$ cat src/rtl/core/ssstat_pkg.sv
// Shared widths, step counts, datapath operation codes and command type for the statistics block.
`timescale 1ns / 1ps
`default_nettype none
package ssstat_pkg;

   localparam int SAMPLE_W = 24;
   localparam int COUNT_W  = 17;
   localparam int SUM_W    = 41;
   localparam int MAG_W    = 40;
   localparam int SUMSQ_W  = 63;
   localparam int SQ_W     = 47;
   localparam int WIDE_W   = 80;
   localparam int ROOT_W   = 64;
   localparam int REM_W    = 17;
   localparam int STEP_W   = 7;

   localparam int DIV_STEPS  = WIDE_W;
   localparam int MULN_STEPS = COUNT_W;
   localparam int MULS_STEPS = MAG_W;
   localparam int SQRT_STEPS = ROOT_W / 2;

   localparam logic [STEP_W-1:0] DIV_LAST  = STEP_W'(DIV_STEPS - 1);
   localparam logic [STEP_W-1:0] MULN_LAST = STEP_W'(MULN_STEPS - 1);
   localparam logic [STEP_W-1:0] MULS_LAST = STEP_W'(MULS_STEPS - 1);
   localparam logic [STEP_W-1:0] SQRT_LAST = STEP_W'(SQRT_STEPS - 1);

   localparam logic signed [SAMPLE_W-1:0] MIN_INIT = 24'sh7FFFFF;
   localparam logic signed [SAMPLE_W-1:0] MAX_INIT = 24'sh800000;
   localparam logic [SAMPLE_W-1:0]        DEV_SAT  = 24'hFFFFFF;

   typedef enum logic [3:0] {
      OP_NONE,
      OP_START,
      OP_DIV_STEP,
      OP_MULN_LOAD,
      OP_MUL_STEP,
      OP_MULS_LOAD,
      OP_SUBTRACT,
      OP_DIV_AGAIN,
      OP_SQRT_LOAD,
      OP_SQRT_STEP,
      OP_FINISH
   } op_type;

   typedef struct packed {
      logic   accept;
      op_type op;
   } cmd_type;

endpackage
`default_nettype wire

$ cat src/rtl/core/ssstat_ctrl.sv
// Sequencer: input handshake, phase ordering of the closing computation, result valid.
`timescale 1ns / 1ps
`default_nettype none
module ssstat_ctrl (
   input  wire logic                clock,
   input  wire logic                reset,
   input  wire logic                req_valid,
   input  wire logic                req_last,
   output logic                     req_ready,
   input  wire logic                rsp_ready,
   output logic                     rsp_valid,
   output ssstat_pkg::cmd_type      cmd
);

   typedef enum logic [13:0] {
      S_IDLE       = 14'b00000000000001,
      S_DRAIN      = 14'b00000000000010,
      S_DIV_AVG    = 14'b00000000000100,
      S_AVG_DONE   = 14'b00000000001000,
      S_MUL_N      = 14'b00000000010000,
      S_MUL_N_DONE = 14'b00000000100000,
      S_MUL_S      = 14'b00000001000000,
      S_SUB        = 14'b00000010000000,
      S_DIV_1      = 14'b00000100000000,
      S_DIV_MID    = 14'b00001000000000,
      S_DIV_2      = 14'b00010000000000,
      S_SQRT_LOAD  = 14'b00100000000000,
      S_SQRT       = 14'b01000000000000,
      S_DONE       = 14'b10000000000000
   } state_type;

   state_type                         state_ff, state_in;
   logic [ssstat_pkg::STEP_W-1:0]     cnt_ff, cnt_in;
   logic                              rsp_valid_ff, rsp_valid_in;

   always_comb begin
      state_in   = state_ff;
      cnt_in     = '0;
      cmd.op     = ssstat_pkg::OP_NONE;
      req_ready  = (state_ff == S_IDLE);
      cmd.accept = req_valid && req_ready;
      unique case (state_ff)
         S_IDLE: begin
            if (req_valid && req_last) state_in = S_DRAIN;
         end
         S_DRAIN: begin
            cmd.op   = ssstat_pkg::OP_START;
            state_in = S_DIV_AVG;
         end
         S_DIV_AVG: begin
            cmd.op = ssstat_pkg::OP_DIV_STEP;
            cnt_in = cnt_ff + 1'b1;
            if (cnt_ff == ssstat_pkg::DIV_LAST) state_in = S_AVG_DONE;
         end
         S_AVG_DONE: begin
            cmd.op   = ssstat_pkg::OP_MULN_LOAD;
            state_in = S_MUL_N;
         end
         S_MUL_N: begin
            cmd.op = ssstat_pkg::OP_MUL_STEP;
            cnt_in = cnt_ff + 1'b1;
            if (cnt_ff == ssstat_pkg::MULN_LAST) state_in = S_MUL_N_DONE;
         end
         S_MUL_N_DONE: begin
            cmd.op   = ssstat_pkg::OP_MULS_LOAD;
            state_in = S_MUL_S;
         end
         S_MUL_S: begin
            cmd.op = ssstat_pkg::OP_MUL_STEP;
            cnt_in = cnt_ff + 1'b1;
            if (cnt_ff == ssstat_pkg::MULS_LAST) state_in = S_SUB;
         end
         S_SUB: begin
            cmd.op   = ssstat_pkg::OP_SUBTRACT;
            state_in = S_DIV_1;
         end
         S_DIV_1: begin
            cmd.op = ssstat_pkg::OP_DIV_STEP;
            cnt_in = cnt_ff + 1'b1;
            if (cnt_ff == ssstat_pkg::DIV_LAST) state_in = S_DIV_MID;
         end
         S_DIV_MID: begin
            cmd.op   = ssstat_pkg::OP_DIV_AGAIN;
            state_in = S_DIV_2;
         end
         S_DIV_2: begin
            cmd.op = ssstat_pkg::OP_DIV_STEP;
            cnt_in = cnt_ff + 1'b1;
            if (cnt_ff == ssstat_pkg::DIV_LAST) state_in = S_SQRT_LOAD;
         end
         S_SQRT_LOAD: begin
            cmd.op   = ssstat_pkg::OP_SQRT_LOAD;
            state_in = S_SQRT;
         end
         S_SQRT: begin
            cmd.op = ssstat_pkg::OP_SQRT_STEP;
            cnt_in = cnt_ff + 1'b1;
            if (cnt_ff == ssstat_pkg::SQRT_LAST) state_in = S_DONE;
         end
         S_DONE: begin
            // hold until the output register is free
            if (!rsp_valid_ff || rsp_ready) begin
               cmd.op   = ssstat_pkg::OP_FINISH;
               state_in = S_IDLE;
            end
         end
         default: state_in = S_IDLE;
      endcase
   end

   assign rsp_valid_in = (cmd.op == ssstat_pkg::OP_FINISH) || (rsp_valid_ff && !rsp_ready);
   assign rsp_valid    = rsp_valid_ff;

   always_ff @(posedge clock) begin
      if (reset) begin
         state_ff     <= S_IDLE;
         cnt_ff       <= '0;
         rsp_valid_ff <= 1'b0;
      end else begin
         state_ff     <= state_in;
         cnt_ff       <= cnt_in;
         rsp_valid_ff <= rsp_valid_in;
      end
   end

endmodule
`default_nettype wire

$ cat src/rtl/core/ssstat_dpath.sv
// Datapath: running accumulators, shift-add multiplier, restoring divider, square root, result word.
`timescale 1ns / 1ps
`default_nettype none
module ssstat_dpath #(
   parameter int MAX_SAMPLES = 65536
) (
   input  wire logic                                  clock,
   input  wire logic                                  reset,
   input  wire ssstat_pkg::cmd_type                   cmd,
   input  wire logic signed [ssstat_pkg::SAMPLE_W-1:0] req_sample,
   output logic signed [ssstat_pkg::SAMPLE_W-1:0]     rsp_minimum,
   output logic signed [ssstat_pkg::SAMPLE_W-1:0]     rsp_maximum,
   output logic signed [ssstat_pkg::SAMPLE_W-1:0]     rsp_average,
   output logic [ssstat_pkg::SAMPLE_W-1:0]            rsp_deviation,
   output logic [ssstat_pkg::COUNT_W-1:0]             rsp_sample_count
);

   localparam int SW = ssstat_pkg::SAMPLE_W;
   localparam int CW = ssstat_pkg::COUNT_W;
   localparam int WW = ssstat_pkg::WIDE_W;
   localparam int RW = ssstat_pkg::ROOT_W;
   localparam logic [CW-1:0] COUNT_MAX = MAX_SAMPLES[CW-1:0];

   // running accumulators
   logic [CW-1:0]                          count_ff, count_in;
   logic signed [SW-1:0]                   min_ff, min_in;
   logic signed [SW-1:0]                   max_ff, max_in;
   logic signed [ssstat_pkg::SUM_W-1:0]    sum_ff, sum_in;
   logic [ssstat_pkg::SUMSQ_W-1:0]         sumsq_ff, sumsq_in;
   logic [ssstat_pkg::SQ_W-1:0]            sq_ff, sq_in;
   logic                                   sq_add_ff, sq_add_in;

   // closing computation
   logic [WW-1:0]                          acc_ff, acc_in;
   logic [WW-1:0]                          prod_ff, prod_in;
   logic [WW-1:0]                          mcand_ff, mcand_in;
   logic [ssstat_pkg::MAG_W-1:0]           mplier_ff, mplier_in;
   logic [ssstat_pkg::REM_W-1:0]           rem_ff, rem_in;
   logic [RW-1:0]                          x_ff, x_in;
   logic [RW-1:0]                          res_ff, res_in;
   logic [RW-1:0]                          bit_ff, bit_in;
   logic signed [SW-1:0]                   avg_ff, avg_in;

   // result word
   logic signed [SW-1:0]                   out_min_ff, out_max_ff, out_avg_ff;
   logic [SW-1:0]                          out_dev_ff;
   logic [CW-1:0]                          out_count_ff;

   logic                                   take;
   logic signed [2*SW-1:0]                 square;
   logic signed [ssstat_pkg::SUM_W-1:0]    neg_sum;
   logic [ssstat_pkg::MAG_W-1:0]           mag;
   logic [ssstat_pkg::REM_W:0]             trial, trial_diff;
   logic                                   fits;
   logic [WW:0]                            wide_diff;
   logic [RW-1:0]                          root_trial;
   logic [SW-1:0]                          quot;
   logic [SW-1:0]                          dev_sat;

   assign take    = cmd.accept && (count_ff < COUNT_MAX);
   assign square  = req_sample * req_sample;
   assign neg_sum = -sum_ff;
   assign mag     = sum_ff[ssstat_pkg::SUM_W-1] ? neg_sum[ssstat_pkg::MAG_W-1:0]
                                                 : sum_ff[ssstat_pkg::MAG_W-1:0];

   // one restoring division step against the sample count
   assign trial      = {rem_ff, acc_ff[WW-1]};
   assign fits       = trial >= {1'b0, count_ff};
   assign trial_diff = trial - {1'b0, count_ff};

   assign wide_diff  = {1'b0, prod_ff} - {1'b0, acc_ff};
   assign root_trial = res_ff + bit_ff;
   assign quot       = acc_ff[SW-1:0];
   assign dev_sat    = (|res_ff[RW-1:SW]) ? ssstat_pkg::DEV_SAT : res_ff[SW-1:0];

   always_comb begin
      count_in  = count_ff;
      min_in    = min_ff;
      max_in    = max_ff;
      sum_in    = sum_ff;
      sumsq_in  = sumsq_ff;
      sq_in     = square[ssstat_pkg::SQ_W-1:0];
      sq_add_in = take;
      if (sq_add_ff) sumsq_in = sumsq_ff + {{(ssstat_pkg::SUMSQ_W-ssstat_pkg::SQ_W){1'b0}}, sq_ff};
      if (cmd.op == ssstat_pkg::OP_FINISH) begin
         count_in = '0;
         min_in   = ssstat_pkg::MIN_INIT;
         max_in   = ssstat_pkg::MAX_INIT;
         sum_in   = '0;
         sumsq_in = '0;
      end else if (take) begin
         count_in = count_ff + 1'b1;
         if (req_sample < min_ff) min_in = req_sample;
         if (req_sample > max_ff) max_in = req_sample;
         sum_in = sum_ff + {{(ssstat_pkg::SUM_W-SW){req_sample[SW-1]}}, req_sample};
      end
   end

   always_comb begin
      acc_in    = acc_ff;
      prod_in   = prod_ff;
      mcand_in  = mcand_ff;
      mplier_in = mplier_ff;
      rem_in    = rem_ff;
      x_in      = x_ff;
      res_in    = res_ff;
      bit_in    = bit_ff;
      avg_in    = avg_ff;
      case (cmd.op)
         ssstat_pkg::OP_START: begin
            acc_in = {{(WW-ssstat_pkg::MAG_W){1'b0}}, mag};
            rem_in = '0;
         end
         ssstat_pkg::OP_DIV_STEP: begin
            acc_in = {acc_ff[WW-2:0], fits};
            rem_in = fits ? trial_diff[ssstat_pkg::REM_W-1:0] : trial[ssstat_pkg::REM_W-1:0];
         end
         ssstat_pkg::OP_MULN_LOAD: begin
            // truncate toward zero: negate the magnitude quotient
            avg_in    = sum_ff[ssstat_pkg::SUM_W-1] ? -quot : quot;
            acc_in    = '0;
            mcand_in  = {{(WW-ssstat_pkg::SUMSQ_W){1'b0}}, sumsq_ff};
            mplier_in = {{(ssstat_pkg::MAG_W-CW){1'b0}}, count_ff};
         end
         ssstat_pkg::OP_MUL_STEP: begin
            if (mplier_ff[0]) acc_in = acc_ff + mcand_ff;
            mcand_in  = {mcand_ff[WW-2:0], 1'b0};
            mplier_in = {1'b0, mplier_ff[ssstat_pkg::MAG_W-1:1]};
         end
         ssstat_pkg::OP_MULS_LOAD: begin
            prod_in   = acc_ff;
            acc_in    = '0;
            mcand_in  = {{(WW-ssstat_pkg::MAG_W){1'b0}}, mag};
            mplier_in = mag;
         end
         ssstat_pkg::OP_SUBTRACT: begin
            acc_in = wide_diff[WW] ? '0 : wide_diff[WW-1:0];
            rem_in = '0;
         end
         ssstat_pkg::OP_DIV_AGAIN: begin
            rem_in = '0;
         end
         ssstat_pkg::OP_SQRT_LOAD: begin
            x_in   = acc_ff[RW-1:0];
            res_in = '0;
            bit_in = {2'b01, {(RW-2){1'b0}}};
         end
         ssstat_pkg::OP_SQRT_STEP: begin
            if (x_ff >= root_trial) begin
               x_in   = x_ff - root_trial;
               res_in = {1'b0, res_ff[RW-1:1]} + bit_ff;
            end else begin
               res_in = {1'b0, res_ff[RW-1:1]};
            end
            bit_in = {2'b00, bit_ff[RW-1:2]};
         end
         default: begin
         end
      endcase
   end

   always_ff @(posedge clock) begin
      if (reset) begin
         count_ff  <= '0;
         min_ff    <= ssstat_pkg::MIN_INIT;
         max_ff    <= ssstat_pkg::MAX_INIT;
         sum_ff    <= '0;
         sumsq_ff  <= '0;
         sq_add_ff <= 1'b0;
      end else begin
         count_ff  <= count_in;
         min_ff    <= min_in;
         max_ff    <= max_in;
         sum_ff    <= sum_in;
         sumsq_ff  <= sumsq_in;
         sq_add_ff <= sq_add_in;
      end
   end

   always_ff @(posedge clock) begin
      sq_ff     <= sq_in;
      acc_ff    <= acc_in;
      prod_ff   <= prod_in;
      mcand_ff  <= mcand_in;
      mplier_ff <= mplier_in;
      rem_ff    <= rem_in;
      x_ff      <= x_in;
      res_ff    <= res_in;
      bit_ff    <= bit_in;
      avg_ff    <= avg_in;
      if (cmd.op == ssstat_pkg::OP_FINISH) begin
         out_min_ff   <= min_ff;
         out_max_ff   <= max_ff;
         out_avg_ff   <= avg_ff;
         out_dev_ff   <= dev_sat;
         out_count_ff <= count_ff;
      end
   end

   assign rsp_minimum      = out_min_ff;
   assign rsp_maximum      = out_max_ff;
   assign rsp_average      = out_avg_ff;
   assign rsp_deviation    = out_dev_ff;
   assign rsp_sample_count = out_count_ff;

endmodule
`default_nettype wire

$ cat src/rtl/core/sample_set_min_max_mean_stddev.sv
// Top level of the sample-set statistics block: minimum, maximum, mean and standard deviation.
`timescale 1ns / 1ps
`default_nettype none
// Samples (signed thousandths) are taken one word per cycle while req_ready is high; a word
// with req_last set closes the set. Up to MAX_SAMPLES samples are accumulated, later ones
// are dropped. A closing word starts a sequenced computation that holds req_ready low: an
// 80-step restoring divider (run three times: mean, then twice for the variance), a
// shift-add multiplier (17 steps for n*sum_sq, 40 for sum^2) and a 32-step square root. The
// result sits in an output register; sampling of the next set goes on while it waits, and
// the next closing word only stalls at the end if it is still unclaimed.
module sample_set_min_max_mean_stddev #(
   parameter int MAX_SAMPLES = 65536
) (
   input  wire logic                                   clock,
   input  wire logic                                   reset,
   input  wire logic                                   req_valid,
   output logic                                        req_ready,
   input  wire logic signed [ssstat_pkg::SAMPLE_W-1:0] req_sample,
   input  wire logic                                   req_last,
   output logic                                        rsp_valid,
   input  wire logic                                   rsp_ready,
   output logic signed [ssstat_pkg::SAMPLE_W-1:0]      rsp_minimum,
   output logic signed [ssstat_pkg::SAMPLE_W-1:0]      rsp_maximum,
   output logic signed [ssstat_pkg::SAMPLE_W-1:0]      rsp_average,
   output logic [ssstat_pkg::SAMPLE_W-1:0]             rsp_deviation,
   output logic [ssstat_pkg::COUNT_W-1:0]              rsp_sample_count
);

   ssstat_pkg::cmd_type cmd;

   ssstat_ctrl u_ctrl (
      .clock     (clock),
      .reset     (reset),
      .req_valid (req_valid),
      .req_last  (req_last),
      .req_ready (req_ready),
      .rsp_ready (rsp_ready),
      .rsp_valid (rsp_valid),
      .cmd       (cmd)
   );

   ssstat_dpath #(
      .MAX_SAMPLES (MAX_SAMPLES)
   ) u_dpath (
      .clock            (clock),
      .reset            (reset),
      .cmd              (cmd),
      .req_sample       (req_sample),
      .rsp_minimum      (rsp_minimum),
      .rsp_maximum      (rsp_maximum),
      .rsp_average      (rsp_average),
      .rsp_deviation    (rsp_deviation),
      .rsp_sample_count (rsp_sample_count)
   );

endmodule
`default_nettype wire

$ cat config.mk
export PLATFORM = sky130hd
export DESIGN_NAME = sample_set_min_max_mean_stddev
export DESIGN_NICKNAME = d
export VERILOG_FILES = /design/src/rtl/core/ssstat_pkg.sv /design/src/rtl/core/ssstat_ctrl.sv /design/src/rtl/core/ssstat_dpath.sv /design/src/rtl/core/sample_set_min_max_mean_stddev.sv
export SDC_FILE = /design/constraint.sdc
export NUM_CORES = 2
export LEC_CHECK = 0
export CELL_PAD_IN_SITES_DETAIL_PLACEMENT = 0
export CELL_PAD_IN_SITES_GLOBAL_PLACEMENT = 1
export CORE_MARGIN = 2
export CORE_UTILIZATION = 52
export CTS_CLUSTER_SIZE = 40
export DETAILED_ROUTE_END_ITERATION = 12
export DONT_BUFFER_PORTS = 1
export GPL_TIMING_DRIVEN = 0
export PLACE_DENSITY_LB_ADDON = 0.1
export SLEW_MARGIN = 20
export SYNTH_ARGS = -nofsm -noshare
export SYNTH_HDL_FRONTEND = slang
export SYNTH_HIERARCHICAL = 1
export SYNTH_SLANG_ARGS = --single-unit
$ cat constraint.sdc
create_clock -name clock -period 14.7 [get_ports clock]
set_clock_uncertainty 0.1 [all_clocks]
set_input_delay 4.41 -clock clock [delete_from_list [all_inputs] [get_ports clock]]
set_output_delay 4.41 -clock clock [all_outputs]
set_load 0.01 [all_outputs]
## Word level (Yosys, flattened, before mapping)

Cells that the tools add are included.

- Register bits: 865
- Word-level logic and storage cells: 131
- Output and inout port bits: 115
- Bits of input ports: 29

- Eq/ne operators: 38
- $mul: 1
- Reductions and logical operators: 25
- Order comparisons: 5
- Bitwise gates (word level): 1
- Mux-type cells: 25
- Add/sub/neg operators: 12

Operators by type and width:

| operator | number |
|---|---|
| $pmux W80 S5 | 1 |
| $pmux W64 S2 | 3 |
| $pmux W80 S3 | 1 |
| $pmux W14 S14 | 1 |
| $mux W80 | 2 |
| $mux W64 | 2 |
| $pmux W40 S3 | 1 |
| $mux W14 | 8 |
| $sub A80 B80 Y81 | 1 |
| $add A80 B80 Y80 | 1 |
| $add A63 B64 Y64 | 1 |
| $add A64 B64 Y64 | 1 |
| $ge A64 B64 Y1 | 1 |
| $sub A64 B64 Y64 | 1 |
| $add A63 B47 Y63 | 1 |
| $mul A24 B24 Y47 | 1 |
| $add A41 B41 Y41 | 1 |
| $mux W40 | 1 |
| $neg A40 Y40 | 1 |
| $pmux W4 S10 | 1 |
| $reduce_or A40 Y1 | 1 |
| $pmux W17 S2 | 1 |
| $gt A24 B24 Y1 | 1 |
| $lt A24 B24 Y1 | 1 |
| other kinds (43) | 72 |

## Logic depth before layout (Yosys ltp)

- Depth in word-level cells: 8
- Mapped depth: 31
- Gate-level depth less buffers: 29

## By module

The synthesis kept the hierarchy.

Modules (own cells, without submodules):

| module | cells each | times used | area an instance (um^2) |
|---|---|---|---|
| ssstat_dpath | 8112 | 1 | 74468.9 |
| ssstat_ctrl | 157 | 1 | 1312.5 |

## Worst setup path before layout

OpenSTA, ideal clock, no wires.

- Kind: in2reg
- From: input port rsp_ready
- To: register u_dpath.x_ff[0], enable pin
- Path slack: 1.158 ns
- Data arrival time: 12.859 ns
- Stages on the path: 8
- Path buffers: 1
- Setup time: 0.583 ns
- Path through: nand2b_1 a21oi_1 o21ai_0 and2_1 nand2b_1 nor2_1 clkbuf_1 a21boi_0

RTL lines:

| item | RTL line | RTL |
|---|---|---|
| start, declared | sample_set_min_max_mean_stddev.sv:21 | `input wire logic rsp_ready,` |
| end signal, assigned | ssstat_dpath.sv:187 | `x_ff <= x_in;` |
| end, declared | ssstat_dpath.sv:39 | `logic [RW-1:0] x_ff, x_in;` |

## Worst setup path after layout

- From: input port req_sample[23] (netlist name)
- To: register u_dpath/sq_ff[39] (netlist name)

- Cells in the longest elaborated chain, start to end: 1

RTL lines:

| item | RTL line | RTL |
|---|---|---|
| start, declared | sample_set_min_max_mean_stddev.sv:18 | `input wire logic signed [ssstat_pkg::SAMPLE_W-1:0] req_sample,` |
| $mul A24 B24 Y47 | ssstat_dpath.sv:61 | `assign square = req_sample * req_sample;` |
| named net u_dpath.square[39] | ssstat_dpath.sv:50 | `logic signed [2*SW-1:0] square;` |
| end signal, assigned | ssstat_dpath.sv:181 | `sq_ff <= sq_in;` |
| end, declared | ssstat_dpath.sv:30 | `logic [ssstat_pkg::SQ_W-1:0] sq_ff, sq_in;` |

The timed path passes the listed nets, and every way through them passes these cells.
A chain may end at the register's enable or synchronous reset.

==> key figures <==
Placement
  – Final GP Congestion: 0.964
  – IO buf count: 0
  – Cell Area, Placed: 0.0787 mm^2
  – Hpwl dp: 199 mm

Detailed routing
  – Vias per cell: 5.91
  – Routed WL: 246 mm
  – DR iter-0 viols: 4969
  – Post-DRT Antenna Nets: 0
  – DRC Markers: 0
  – Via count: 61400
  – Drt first pass iters: 5
  – Average wire per standard cell: 23.7 um

Setup path
  – Worst EP arrival: 14020 ps
  – R2R setup slack: 6550 ps
  – Critical path startpoint category: input pin
  – Setup crit end kind: flop
  – Most frequent CP cell: fa_1
  – CP max-delay cell: a2111oi_0
  – Crit path kind: input pin to flop
  – CP peak stage delay: 900 ps
  – Critical path fanouts, max: 25
  – WP data required: 15240 ps

Synthesis
  – YS warnings: 6
  – Post-synth EDFFs: 594
  – Cell Area, Synth: between 0.07 and 0.08 mm^2
  – Synth top area share: 0.235
  – Syn nets: 9447
  – Flops & latches, synth: 832
  – Top_reg_cell synth: edfxtp_1
  – Dominant cell type by area after synthesis: edfxtp_1
  – Synth unique cells: 90
  – Async S/R FF share, synth: 0
  – Syn Area/Cell: just over 9 um^2
  – Sequential area share after synthesis: 0.298
  – Syn Inst Count: 8269
  – Top post-synthesis cells by area: edfxtp_1 24%, fa_1 15%, ha_1 9.7%

Global route
  – Largest net degree at the start of global routing: 58
  – First-pass GRT wire length: 370 mm
  – Vias in the first global route: approximately 61000
  – Grt ovf: 0
  – Initial antenna violation count: 2
  – GR Util All Layers: 0.328

Pwr
  – Maximum vdd drop: slightly above 500 uV
  – P per Cell Area: 262 mW/mm^2
  – Leak: approximately 36 nW
  – Tot Pwr: 21.5 mW

Min path
  – Min-Delay Path Class: flop to flop

Clock tree
  – Setup bufs post-CTS: 0
  – Clk sinks: 832
  – TritonCTS clock tree: built
  – H-Tree Depth: 3
  – Buffer depth of the longest clock path: 3
  – CTS root buf: clkbuf_16
  – CTS Buf Count: 97
  – Post-CTS Hold Fix Bufs: 0
  – Post-CTS sizing: 0
  – Clock-pin slew on the worst setup and hold paths: 60 ps
  – Worst skew pair latency: 730 ps

STA
  – Hold WS: 294 ps
  – Fin crit period: 13470 ps
  – Final Hold Fails: 0
  – Fmax: ~74 MHz
  – Measured slew at the worst slew-check pin: 1200 ps
  – Final setup fails: 0
  – Setup TNS: 0 ps
  – RSZ-0062 raised after global routing: false
  – Period utilisation layout: 0.917
  – Slew margin rel.: 0.194
  – Max-slew violations: 0

Floorplanning
  – # IOs: 144
  – Row count: 140
  – Initial Util: 0.522
  – Die area: around 0.15 mm^2
  – Chip Height: 386 um
  – Core Area: 0.145 mm^2
  – Die Wd: 386 um

Finish
  – Commonest non-fill, non-tap cell in the layout: inv_1
  – Register area: 0.0226 mm^2
  – Final Core Density: 0.565
  – Multi-input logic area: 0.0482 mm^2
  – Fin nets: 9567
  – Filler cells: 13200
  – Design Area, Final: 0.0820 mm^2
  – Most frequent cells in the layout: 973 x inv_1, 829 x nand2_1, 594 x edfxtp_1, 590 x ha_1, 559 x fa_1
  – Proportion of layout cells with a drive suffix above 1: 0.0327
  – Synthesis-to-finish area growth: 8.23%

Job
  – Max-Cap Viols: 0

Outcome
  – Status: complete, no violations
power by group:
| group | internal (mW) | switching [mW] |
|---|---|---|
| logic | 6.66 | 9.10 |
| clock network | 1.51 | 1.06 |
| registers | 2.98 | 0.210 |
| total | 11.2 | 10.4 |
registers in the layout, indices dropped and copies added, names as in the netlist, 24 cells and up:
register               cells
u_dpath/mplier_ff         40
u_dpath/prod_ff           80
u_dpath/x_ff              64
u_dpath/mcand_ff          80
u_dpath/min_ff            24
u_dpath/sum_ff            41
u_dpath/rsp_deviation     24
u_dpath/rsp_maximum       24
u_dpath/sq_ff             46
u_dpath/rsp_average       24
u_dpath/bit_ff            32
u_dpath/max_ff            24
u_dpath/acc_ff            80
u_dpath/avg_ff            24
u_dpath/rsp_minimum       24
u_dpath/res_ff            64
u_dpath/sumsq_ff          63
metal layers:
metal | GRT usage | up-vias | part of all wire
met5 | 0 | - | 0.000057
met4 | 0.176 | 2 | 0.060
met3 | 0.0362 | 474 | 0.052
met2 | 0.547 | 1955 | 0.47
met1 | 0.420 | 30000 | 0.42
li1 | - | 28900 | -
final cells by class:
type                    instances  share of cell area
multi-input cells            6100               0.588
flip-flops and latches        832               0.276
inverters                     977              0.0448
clock buffers                 125              0.0330
well taps                    1917              0.0292
plain buffers                 360              0.0167
clock inverters                56             0.00741
repair buffers                 21             0.00519
diodes                          1           0.0000305
per-stage QoR:
stage	instances	setup WS, ps
after floorplan	8269	1160
after global placement	10200	-4410
after detailed placement	10200	592
after CTS	10400	1360
after global routing	10400	1120
final	10400	1230
cell families after synthesis:
kind of cell,count (synthesis),share of synthesized area
AOI/OAI and AO/OA,1995,0.167
xor gates and xnor gates,549,0.0635
adders and majority gates,1149,0.245
buffers and inverters,1337,0.0664
DFF,832,0.298
muxes,123,0.0163
and+or+nand+nor,2284,0.144
path summary, 6_finish.rpt:
path	startpoint	endpoint	cells after the start
max	req_sample[23]	u_dpath/sq_ff[39]	27
max reg2reg	u_dpath/res_ff[2]	u_dpath/x_ff[3]	26
min	u_dpath/avg_ff[7]	u_dpath/rsp_average[7]	0
min reg2reg	u_dpath/avg_ff[7]	u_dpath/rsp_average[7]	0
critical path, delay by kind of cell:
family	cells	cell delay [ps]
adder cells (fa/ha/maj)	8	4030
AND/OR/NAND/NOR	5	1290
buffers and inverters	7	1960
AO/OA/AOI/OAI	6	2160
XOR/XNOR	1	130
cell usage after synthesis (all sizes together), types with 83 or more instances:
cell    instances
nand2b        100
mux2i         120
and2          140
nand4         128
a211oi         83
xnor2         303
ha            590
nor2b          84
and3           87
clkbuf        336
o21ai         500
nand3         108
edfxtp        594
nor2          528
nand2         829
xor2          246
dfxtp         238
fa            559
a21oi         524
a31oi         116
inv           975
o21bai         98
a21o          272
Power figures use the tool's default switching activity.
